===== src/design/edfs_pkg.sv =====
// shared constants and types for the edf scheduler
// no dependencies
package edfs_pkg;
	localparam int MAX_JOBS = 16;
	localparam int IDX_W    = $clog2(MAX_JOBS);
	localparam int CNT_W    = IDX_W + 1;
	localparam int TIME_W   = 16;
	localparam int WORK_W   = 15;

	localparam logic [TIME_W-1:0] TIME_MAX = {TIME_W{1'b1}};
	localparam logic [CNT_W-1:0]  NO_JOB   = CNT_W'(MAX_JOBS);

	localparam logic [1:0] CMD_LOAD    = 2'd0;
	localparam logic [1:0] CMD_PREPARE = 2'd1;
	localparam logic [1:0] CMD_TICK    = 2'd2;
	localparam logic [1:0] CMD_UNUSED  = 2'd3;

	typedef struct packed {
		logic [TIME_W-1:0]        rel;
		logic signed [15:0]       due;
		logic [WORK_W-1:0]        work;
		logic [WORK_W-1:0]        rem;
		logic [MAX_JOBS-1:0]      pred;
	} job_t;

	typedef struct packed {
		logic             en;
		logic [IDX_W-1:0] addr;
		job_t             data;
	} mem_wr_t;

	typedef struct packed {
		logic              ran_valid;
		logic [IDX_W-1:0]  ran_job;
		logic              segment_start;
		logic              job_finished;
		logic [TIME_W-1:0] finish_at;
	} res_t;
endpackage


===== src/design/edfs_if.sv =====
// valid/ready channels for items, results and configuration
// depends on nothing
interface edfs_item_if;
	logic        valid;
	logic        ready;
	logic [1:0]  cmd;
	logic [3:0]  job_slot;
	logic [14:0] release_time;
	logic [14:0] work_ticks;
	logic signed [15:0] due_time;
	logic [15:0] predecessor_mask;
	modport source(output valid, cmd, job_slot, release_time, work_ticks, due_time,
		predecessor_mask, input ready);
	modport sink(input valid, cmd, job_slot, release_time, work_ticks, due_time,
		predecessor_mask, output ready);
endinterface

interface edfs_result_if;
	logic        valid;
	logic        ready;
	logic        ran_valid;
	logic [3:0]  ran_job;
	logic        segment_start;
	logic        job_finished;
	logic [15:0] finish_at;
	logic        all_done;
	logic [15:0] now_time;
	modport source(output valid, ran_valid, ran_job, segment_start, job_finished,
		finish_at, all_done, now_time, input ready);
	modport sink(input valid, ran_valid, ran_job, segment_start, job_finished,
		finish_at, all_done, now_time, output ready);
endinterface

interface edfs_cfg_if;
	logic       valid;
	logic       ready;
	logic [4:0] data;
	modport source(output valid, data, input ready);
	modport sink(input valid, data, output ready);
endinterface


===== src/design/edfs_job_mem.sv =====
// job table memory, one write port, one registered read port
// depends on edfs_pkg
module edfs_job_mem (
	input  logic                          clk,
	input  logic [edfs_pkg::IDX_W-1:0]    rd_addr,
	input  edfs_pkg::mem_wr_t             wr,
	output edfs_pkg::job_t                rd_data
);
	edfs_pkg::job_t mem_q [edfs_pkg::MAX_JOBS];

	always_ff @(posedge clk) begin
		if (wr.en) begin
			mem_q[wr.addr] <= wr.data;
		end
		rd_data <= mem_q[rd_addr];
	end
endmodule


===== src/design/edf_scheduler_with_precedence.sv =====
// edf scheduler with precedence, top level
// depends on edfs_pkg, edfs_if, edfs_job_mem
// Every item gives one result. The job table sits in a single memory with a registered read,
// so all work is a walk over its entries with n = min(job_count, 16). A load or an unused
// command goes straight to its result. A tick does one memory read per entry to find the
// earliest ready deadline, then one write back of the chosen job (a tick with everything
// finished goes straight to its result). A prepare runs a forward and a backward precedence
// pass; each visit of an entry reads it and, unless the entry is skipped, rescans all n
// entries; passes repeat until nothing changes (at most n + 1 per direction), and a final
// sweep reloads the remaining work of all 16 entries. Items are taken while a result still
// waits.
module edf_scheduler_with_precedence (
	input  logic           clk,
	input  logic           arst_n,
	edfs_cfg_if.sink       cfg,
	edfs_item_if.sink      items,
	edfs_result_if.source  results
);
	typedef enum logic [3:0] {
		S_IDLE, S_TSCAN, S_TFIN, S_PRD, S_PGOT, S_PSCAN, S_PWR, S_SWEEP, S_OUT
	} state_t;

	localparam int IW = edfs_pkg::IDX_W;
	localparam int CW = edfs_pkg::CNT_W;
	localparam int NJ = edfs_pkg::MAX_JOBS;
	localparam int TW = edfs_pkg::TIME_W;

	state_t                 state_q;
	logic [CW-1:0]          job_count_q;
	logic [TW-1:0]          clock_q;
	logic [TW-1:0]          now_q;
	logic [CW-1:0]          prev_q;
	logic [NJ-1:0]          nz_q;
	logic [NJ-1:0]          done_q;
	logic                   moved_q;
	logic                   back_q;
	logic [IW-1:0]          pi_q;
	logic [CW-1:0]          scan_q;
	logic                   vld_s1;
	logic [IW-1:0]          idx_s1;
	logic                   abort_q;
	logic [15:0]            acc_q;
	logic                   found_q;
	logic [IW-1:0]          pick_q;
	edfs_pkg::job_t         cur_q;
	edfs_pkg::job_t         best_q;
	edfs_pkg::res_t         res_q;
	edfs_pkg::res_t         out_q;
	logic                   out_valid_q;
	logic                   out_done_q;
	logic [TW-1:0]          out_now_q;

	logic [CW-1:0]          n_jobs;
	logic [NJ-1:0]          use_m;
	logic [CW-1:0]          lim;
	logic                   issue;
	logic                   scan_end;
	logic                   last_i;
	logic                   skip_i;
	logic                   step_i;
	logic                   mv;
	logic                   cand;
	logic                   accept;
	logic [IW-1:0]          rd_addr;
	edfs_pkg::mem_wr_t      wr;
	edfs_pkg::job_t         rd;
	logic [TW:0]            fsum;
	logic [TW-1:0]          fsat;
	logic signed [16:0]     bdif;
	logic signed [15:0]     bsat;
	logic [TW-1:0]          clock_inc;
	edfs_pkg::job_t         load_rec;

	edfs_job_mem u_mem (.clk(clk), .rd_addr(rd_addr), .wr(wr), .rd_data(rd));

	assign n_jobs    = (job_count_q > CW'(NJ)) ? CW'(NJ) : job_count_q;
	assign use_m     = NJ'(({{NJ{1'b0}}, 1'b1} << n_jobs) - {{NJ{1'b0}}, 1'b1});
	assign lim       = (state_q == S_SWEEP) ? CW'(NJ) : n_jobs;
	assign issue     = (scan_q < lim);
	assign scan_end  = !issue && !vld_s1;
	assign last_i    = ({1'b0, pi_q} == n_jobs - CW'(1));
	assign skip_i    = done_q[pi_q] || (!back_q && ((rd.pred & use_m & ~done_q) != '0));
	assign step_i    = ((state_q == S_PGOT) && skip_i) || (state_q == S_PWR);
	assign mv        = (state_q == S_PWR) ? (moved_q || !abort_q) : moved_q;
	assign accept    = items.valid && items.ready;
	assign clock_inc = (clock_q == edfs_pkg::TIME_MAX) ? clock_q : clock_q + TW'(1);

	assign fsum = {1'b0, rd.rel} + {{(TW + 1 - edfs_pkg::WORK_W){1'b0}}, rd.work};
	assign fsat = fsum[TW] ? edfs_pkg::TIME_MAX : fsum[TW-1:0];
	assign bdif = {rd.due[15], rd.due} - $signed({2'b00, rd.work});
	assign bsat = (bdif < -17'sd32768) ? -16'sd32768 : bdif[15:0];
	assign cand = (rd.rem != '0) && (rd.rel <= clock_q) &&
		(!found_q || (rd.due < best_q.due));

	assign items.ready = (state_q == S_IDLE);
	assign cfg.ready   = 1'b1;

	always_comb begin
		load_rec.rel  = {1'b0, items.release_time};
		load_rec.due  = items.due_time;
		load_rec.work = items.work_ticks;
		load_rec.rem  = items.work_ticks;
		load_rec.pred = items.predecessor_mask;
	end

	always_comb begin
		rd_addr = scan_q[IW-1:0];
		if (state_q == S_PRD) begin
			rd_addr = pi_q;
		end
	end

	always_comb begin
		wr.en   = 1'b0;
		wr.addr = idx_s1;
		wr.data = rd;
		unique case (state_q)
			S_IDLE: begin
				wr.en   = accept && (items.cmd == edfs_pkg::CMD_LOAD);
				wr.addr = items.job_slot;
				wr.data = load_rec;
			end
			S_SWEEP: begin
				wr.en       = vld_s1;
				wr.data.rem = rd.work;
			end
			S_TFIN: begin
				wr.en       = found_q;
				wr.addr     = pick_q;
				wr.data     = best_q;
				wr.data.rem = best_q.rem - edfs_pkg::WORK_W'(1);
			end
			S_PWR: begin
				wr.en   = !abort_q;
				wr.addr = pi_q;
				wr.data = cur_q;
				if (back_q) begin
					wr.data.due = acc_q;
				end else begin
					wr.data.rel = acc_q;
				end
			end
			default: begin
				wr.en = 1'b0;
			end
		endcase
	end

	always_ff @(posedge clk or negedge arst_n) begin
		if (!arst_n) begin
			state_q     <= S_IDLE;
			job_count_q <= '0;
			clock_q     <= '0;
			prev_q      <= edfs_pkg::NO_JOB;
			nz_q        <= '0;
			done_q      <= '0;
			moved_q     <= 1'b0;
			back_q      <= 1'b0;
			pi_q        <= '0;
			scan_q      <= '0;
			vld_s1      <= 1'b0;
			abort_q     <= 1'b0;
			found_q     <= 1'b0;
			out_valid_q <= 1'b0;
		end else begin
			if (cfg.valid && cfg.ready) begin
				job_count_q <= cfg.data;
			end
			if (out_valid_q && results.ready && state_q != S_OUT) begin
				out_valid_q <= 1'b0;
			end
			if (state_q == S_TSCAN || state_q == S_PSCAN || state_q == S_SWEEP) begin
				vld_s1 <= issue;
				idx_s1 <= scan_q[IW-1:0];
				if (issue) begin
					scan_q <= scan_q + CW'(1);
				end
			end
			unique case (state_q)
				S_IDLE: begin
					if (accept) begin
						res_q  <= '0;
						now_q  <= clock_q;
						scan_q <= '0;
						vld_s1 <= 1'b0;
						if (items.cmd == edfs_pkg::CMD_LOAD) begin
							nz_q[items.job_slot] <= (items.work_ticks != '0);
							state_q <= S_OUT;
						end else if (items.cmd == edfs_pkg::CMD_PREPARE) begin
							done_q  <= '0;
							moved_q <= 1'b0;
							back_q  <= 1'b0;
							pi_q    <= '0;
							state_q <= (n_jobs == '0) ? S_SWEEP : S_PRD;
						end else if (items.cmd == edfs_pkg::CMD_TICK) begin
							found_q <= 1'b0;
							state_q <= ((nz_q & use_m) != '0) ? S_TSCAN : S_OUT;
						end else begin
							state_q <= S_OUT;
						end
					end
				end
				S_TSCAN: begin
					if (vld_s1 && cand) begin
						found_q <= 1'b1;
						best_q  <= rd;
						pick_q  <= idx_s1;
					end
					if (scan_end) begin
						state_q <= S_TFIN;
					end
				end
				S_TFIN: begin
					if (!found_q) begin
						prev_q <= edfs_pkg::NO_JOB;
					end else begin
						res_q.ran_valid     <= 1'b1;
						res_q.ran_job       <= pick_q;
						res_q.segment_start <= ({1'b0, pick_q} != prev_q);
						res_q.job_finished  <= (best_q.rem == edfs_pkg::WORK_W'(1));
						res_q.finish_at     <= (best_q.rem == edfs_pkg::WORK_W'(1)) ?
							clock_inc : '0;
						prev_q       <= {1'b0, pick_q};
						nz_q[pick_q] <= (best_q.rem != edfs_pkg::WORK_W'(1));
					end
					clock_q <= clock_inc;
					state_q <= S_OUT;
				end
				S_PRD: begin
					state_q <= S_PGOT;
				end
				S_PGOT: begin
					cur_q   <= rd;
					acc_q   <= back_q ? rd.due : rd.rel;
					abort_q <= 1'b0;
					if (!skip_i) begin
						scan_q  <= '0;
						vld_s1  <= 1'b0;
						state_q <= S_PSCAN;
					end
				end
				S_PSCAN: begin
					if (vld_s1) begin
						if (!back_q) begin
							if (cur_q.pred[idx_s1] && (fsat > acc_q)) begin
								acc_q <= fsat;
							end
						end else if (rd.pred[pi_q]) begin
							if (!done_q[idx_s1]) begin
								abort_q <= 1'b1;
							end else if (bsat < $signed(acc_q)) begin
								acc_q <= bsat;
							end
						end
					end
					if (scan_end) begin
						state_q <= S_PWR;
					end
				end
				S_PWR: begin
					if (!abort_q) begin
						done_q[pi_q] <= 1'b1;
					end
				end
				S_SWEEP: begin
					if (vld_s1) begin
						nz_q[idx_s1] <= (rd.work != '0);
					end
					if (scan_end) begin
						clock_q <= '0;
						now_q   <= '0;
						prev_q  <= edfs_pkg::NO_JOB;
						state_q <= S_OUT;
					end
				end
				S_OUT: begin
					if (!out_valid_q || results.ready) begin
						out_valid_q <= 1'b1;
						out_q       <= res_q;
						out_done_q  <= ((nz_q & use_m) == '0);
						out_now_q   <= now_q;
						state_q     <= S_IDLE;
					end
				end
				default: begin
					state_q <= S_IDLE;
				end
			endcase
			if (step_i) begin
				state_q <= S_PRD;
				if (last_i) begin
					pi_q    <= '0;
					moved_q <= 1'b0;
					if (!mv) begin
						if (!back_q) begin
							back_q <= 1'b1;
							done_q <= '0;
						end else begin
							scan_q  <= '0;
							vld_s1  <= 1'b0;
							state_q <= S_SWEEP;
						end
					end
				end else begin
					pi_q    <= pi_q + IW'(1);
					moved_q <= mv;
				end
			end
		end
	end

	assign results.valid         = out_valid_q;
	assign results.ran_valid     = out_q.ran_valid;
	assign results.ran_job       = out_q.ran_job;
	assign results.segment_start = out_q.segment_start;
	assign results.job_finished  = out_q.job_finished;
	assign results.finish_at     = out_q.finish_at;
	assign results.all_done      = out_done_q;
	assign results.now_time      = out_now_q;
endmodule


===== src/flat_wrapper.sv =====
// flat-port wrapper written by rule: the top's interface ports become plain ports
module edf_scheduler_with_precedence_flat 
  (clk, arst_n, cfg_valid, cfg_data, cfg_ready, items_valid, items_cmd, items_job_slot, items_release_time, items_work_ticks, items_due_time, items_predecessor_mask, items_ready, results_valid, results_ran_valid, results_ran_job, results_segment_start, results_job_finished, results_finish_at, results_all_done, results_now_time, results_ready);
  edfs_cfg_if cfg_i ();
  edfs_item_if items_i ();
  edfs_result_if results_i ();
  input  logic clk;
  input  logic arst_n;
  input wire logic [$bits(cfg_i.valid)-1:0] cfg_valid;
  input wire logic [$bits(cfg_i.data)-1:0] cfg_data;
  output wire logic [$bits(cfg_i.ready)-1:0] cfg_ready;
  input wire logic [$bits(items_i.valid)-1:0] items_valid;
  input wire logic [$bits(items_i.cmd)-1:0] items_cmd;
  input wire logic [$bits(items_i.job_slot)-1:0] items_job_slot;
  input wire logic [$bits(items_i.release_time)-1:0] items_release_time;
  input wire logic [$bits(items_i.work_ticks)-1:0] items_work_ticks;
  input wire logic [$bits(items_i.due_time)-1:0] items_due_time;
  input wire logic [$bits(items_i.predecessor_mask)-1:0] items_predecessor_mask;
  output wire logic [$bits(items_i.ready)-1:0] items_ready;
  output wire logic [$bits(results_i.valid)-1:0] results_valid;
  output wire logic [$bits(results_i.ran_valid)-1:0] results_ran_valid;
  output wire logic [$bits(results_i.ran_job)-1:0] results_ran_job;
  output wire logic [$bits(results_i.segment_start)-1:0] results_segment_start;
  output wire logic [$bits(results_i.job_finished)-1:0] results_job_finished;
  output wire logic [$bits(results_i.finish_at)-1:0] results_finish_at;
  output wire logic [$bits(results_i.all_done)-1:0] results_all_done;
  output wire logic [$bits(results_i.now_time)-1:0] results_now_time;
  input wire logic [$bits(results_i.ready)-1:0] results_ready;
  assign cfg_i.valid = cfg_valid;
  assign cfg_i.data = cfg_data;
  assign cfg_ready = cfg_i.ready;
  assign items_i.valid = items_valid;
  assign items_i.cmd = items_cmd;
  assign items_i.job_slot = items_job_slot;
  assign items_i.release_time = items_release_time;
  assign items_i.work_ticks = items_work_ticks;
  assign items_i.due_time = items_due_time;
  assign items_i.predecessor_mask = items_predecessor_mask;
  assign items_ready = items_i.ready;
  assign results_valid = results_i.valid;
  assign results_ran_valid = results_i.ran_valid;
  assign results_ran_job = results_i.ran_job;
  assign results_segment_start = results_i.segment_start;
  assign results_job_finished = results_i.job_finished;
  assign results_finish_at = results_i.finish_at;
  assign results_all_done = results_i.all_done;
  assign results_now_time = results_i.now_time;
  assign results_i.ready = results_ready;
  edf_scheduler_with_precedence u_core (.clk(clk), .arst_n(arst_n), .cfg(cfg_i), .items(items_i), .results(results_i));
endmodule

===== config.mk =====
export PLATFORM = sky130hd
export DESIGN_NAME = edf_scheduler_with_precedence_flat
export DESIGN_NICKNAME = d
export VERILOG_FILES = /design/src/design/edfs_pkg.sv /design/src/design/edfs_if.sv /design/src/design/edfs_job_mem.sv /design/src/design/edf_scheduler_with_precedence.sv /design/src/flat_wrapper.sv
export SDC_FILE = /design/constraint.sdc
export NUM_CORES = 2
export LEC_CHECK = 0
export BUFFER_PORTS_ARGS = -buffer_cell sky130_fd_sc_hd__buf_2
export CORE_MARGIN = 10
export CORE_UTILIZATION = 40
export DETAILED_ROUTE_END_ITERATION = 16
export PLACE_DENSITY = 0.54
export SETUP_SLACK_MARGIN = 0.1
export SLEW_MARGIN = 20
export SYNTH_ARGS = -nofsm -noshare
export SYNTH_HDL_FRONTEND = slang
export SYNTH_SLANG_ARGS = --single-unit
export TNS_END_PERCENT = 100

===== constraint.sdc =====
create_clock -name clk -period 11 [get_ports clk]
set_input_delay 0.55 -clock clk [delete_from_list [all_inputs] [get_ports clk]]
set_output_delay 0.55 -clock clk [all_outputs]
set_load 0.02 [all_outputs]

==> results.toml <==
[timing]
setup_viol = 0
post-route-worst-setup-slack_ns = 4.90
tns_ns = 0
hold_viol = 0
holdWs_ns = 0.0539
post-route-min-period_ns = 6.10
maxSlewHeadroom_pct = 24.0
fin_crit_sh_pct = 55.5
rsz0062_at_grt = "false"
final.setup_skew_ns = 0.0566
timing.fmax_mhz = 164
tightest_slew_ns = 1.14
slew_viol_final = 0

[setup_path]
worst_setup_path_start_kind = "register"
cp.required_ns = 11.42
cp.arrival_ns = 6.52
crit_start = "u_core.state_q[2]"
worstReg2RegStart = "u_core.state_q[2]"
cp_max_fo = 39
crit_type = "register to register"
critPathCaptureType = "register"

[global_route]
grt_use_total_pct = 19.8
grt_pass1_vias = 39233
grt_first_pass_wirelength_mm = 281
grt_max_degree = 107
antenna_found_initial = 9
gr-total-overflow = 0

[synthesis]
netlist_top_cells_area = "edfxtp_1, mux4_2, dfrtp_1"
synth_nets = 4348
ys_seq_area_share_pct = 70.2
ys_async_sr_fraction_pct = 4.63
postSynthCellCount = 4158
synth_edf_count = 1507
yosys_warnings = 0
synth_top_area_cell = "edfxtp_1"
synth_cell_types = 89
synth_flop_cell = "edfxtp_1"
ys_ff_latch = 1662
synth_top_area_share_pct = 65.2
syn_area_um2 = 69400
avgSynthCellArea_um2 = 16.7

[layout]
fin_util_pct = 46.2
area_growth_syn_to_layout_pct = 14.4
drive_above_1_share_pct = 22.1
nNetsFinal = 4518

[routing]
drcViolationCount = 0
dr_total_vias = 39413
wl_mm = 192
first_iter_violations = 4302
vias_per_cell = 5.80
ant_nets = 0
drt_first_pass_iters = 8
routedWlPerCell_um = 28.3

[placement]
numPortBuffers = 119
place_hpwl_mm = 113
place_ws_ns = 4.84
gp_congestion = 0.887

[floorplan]
core_um2 = 172000
die_y_um = 437
initial_core_util_pct = 40.3
rows = 152
num_io_pins = 121
die-area_um2 = 191000
die_w_um = 437

[power]
ir_drop_uv = 219
p_leak_nw = 26.4
p_int_mw = 16.2
power.share.switching_pct = 35.4
sequentialPowerShare_pct = 39.8
fin_total_pwr_mw = 25.1
p_clk_share_pct = 24.7
share_comb_of_total_power_pct = 35.6
p_per_area_nw_per_um2 = 316
power.net_switching_mw = 8.90

[clock_network]
cts_resized = 0
clkTransAtPathRegs_ns = 0.06
cts_tree = "yes"
cts_buffers = 175
cts_max_level = 4
clkSinkCount = 1662
clockBufferDepth = 3
cts_setup_buffers = 0
clkLatencyLatePin_ns = 0.83
holdBufCountCts = 7
clockRootBuffer = "clkbuf_16"

[status]
outcome = "finished clean"

[min_path]
min_from = "cfg_valid"
hold_class = "input pin to register"

[flow_run]
cap_violations = 0
-- layout make-up --
type	count	area (um2)
sequential	1662	48700
antenna	3	7.51
inverter	100	380
multi-input combinational	2157	19700
clock inverter	94	1220
timing repair buffer	232	1550
clock buffer	236	4920
fill	14755	92700
tap	2310	2890
-- synth_stat cells (5+ instances only) --
| cell | count |
|---|---|
| edfxtp_1 | 1507 |
| mux4_2 | 342 |
| nand2_1 | 336 |
| nor2_1 | 213 |
| clkbuf_1 | 167 |
| a21oi_1 | 151 |
| a31oi_1 | 112 |
| ha_1 | 110 |
| inv_1 | 100 |
| a222oi_1 | 93 |
| a211oi_1 | 92 |
| and2_1 | 88 |
| o21ai_0 | 88 |
| dfxtp_1 | 78 |
| dfrtp_1 | 76 |
| mux2_2 | 55 |
| buf_2 | 43 |
| nand3_1 | 43 |
| nor3_1 | 37 |
| nor2b_1 | 35 |
| xnor2_1 | 35 |
| buf_1 | 27 |
| nand2b_1 | 26 |
| nand4_1 | 26 |
| a21o_1 | 23 |
| o211ai_1 | 20 |
| xor2_1 | 20 |
| and3_1 | 19 |
| nor4_1 | 19 |
| o21a_1 | 17 |
| mux2i_1 | 15 |
| nand3b_1 | 11 |
| o2111ai_1 | 9 |
| o31ai_1 | 7 |
| and4_1 | 6 |
| or3_1 | 6 |
| a22oi_1 | 5 |
| nor3b_1 | 5 |
-- logic make-up (layout without fill, tap and decap cells) --
group                    count (synthesis)  in the layout  share of synthesized area (%)
other                                    1              4                        0.00540
buffers and inverters                  339            662                           1.92
multiplexers                           413            413                           12.2
AO/OA/AOI/OAI                          683            683                           6.83
AND/OR/NAND/NOR                        893            893                           6.06
XOR/XNOR                                55             55                          0.694
flip-flops                            1662           1662                           70.2
adder cells (fa/ha/maj)                112            112                           2.04
-- critical path: stages (launching register included) --
cell     delay [ns]
dfrtp_1        0.62
nor3_1         0.71
nand2_1        0.70
buf_4          0.44
inv_4          0.41
nand2_1        0.19
a32oi_1        0.28
nand2_1        0.28
nor2_4         0.66
buf_4          0.55
buf_4          0.77
-- cell usage in the layout (no fill, tap or decap), drive strengths merged, types with 56 or more instances in the layout --
master	n
nor2	213
ha	110
mux4	343
a222oi	93
o21ai	92
a31oi	112
nand2	336
dfrtp	76
buf	220
and2	90
a211oi	92
inv	106
dfxtp	78
a21oi	152
clkbuf	241
clkinv	56
edfxtp	1507
-- sequential cells by signal (all words and copies together), names as in the netlist, 23 cells and up, named ones only --
signal / count
u_core.u_mem.rd_data: 78
u_core.u_mem.mem_q: 1248
u_core.res_q: 23
u_core.cur_q: 78
u_core.best_q: 78
-- path summary, 6_finish.rpt --
check | end | slack, ns | cells past startpoint
max | u_core.u_mem.mem_q[11][53] | 4.90 | 10
min | u_core.job_count_q[4] | 0.05 | 2
max reg2reg | u_core.u_mem.mem_q[11][53] | 4.90 | 10
min reg2reg | u_core.results.now_time[15] | 0.40 | 0
max in group asynchronous | u_core.done_q[11] | 9.70 | 3
min in group asynchronous | async pin | 0.31 | 2
-- routing by layer --
metal	wire, um	GRT usage, %	vias up
met5	27	0	-
met4	5180	5.93	4
met3	11500	2.86	275
met2	92100	32.0	1397
met1	83600	27.8	20697
li1	-	-	17040
-- power by group through the flow --
stage	clock network, mW	logic [mW]	registers (mW)
finish	6.20	8.94	9.99
global route	6.58	9.80	10.1
CTS	6.33	8.90	10.0
detailed placement	0	8.88	10.1
global placement	0	8.82	10.1
floorplan	0	6.10	9.74
-- metrics by stage --
stage	cell area [um2]	instances
after detailed placement	73000	6447
final	79400	6794
after floorplan	69400	4158
after CTS	79200	6784
after global placement	73000	6446
after global routing	79400	6793
(Power assumes the default switching activity.)
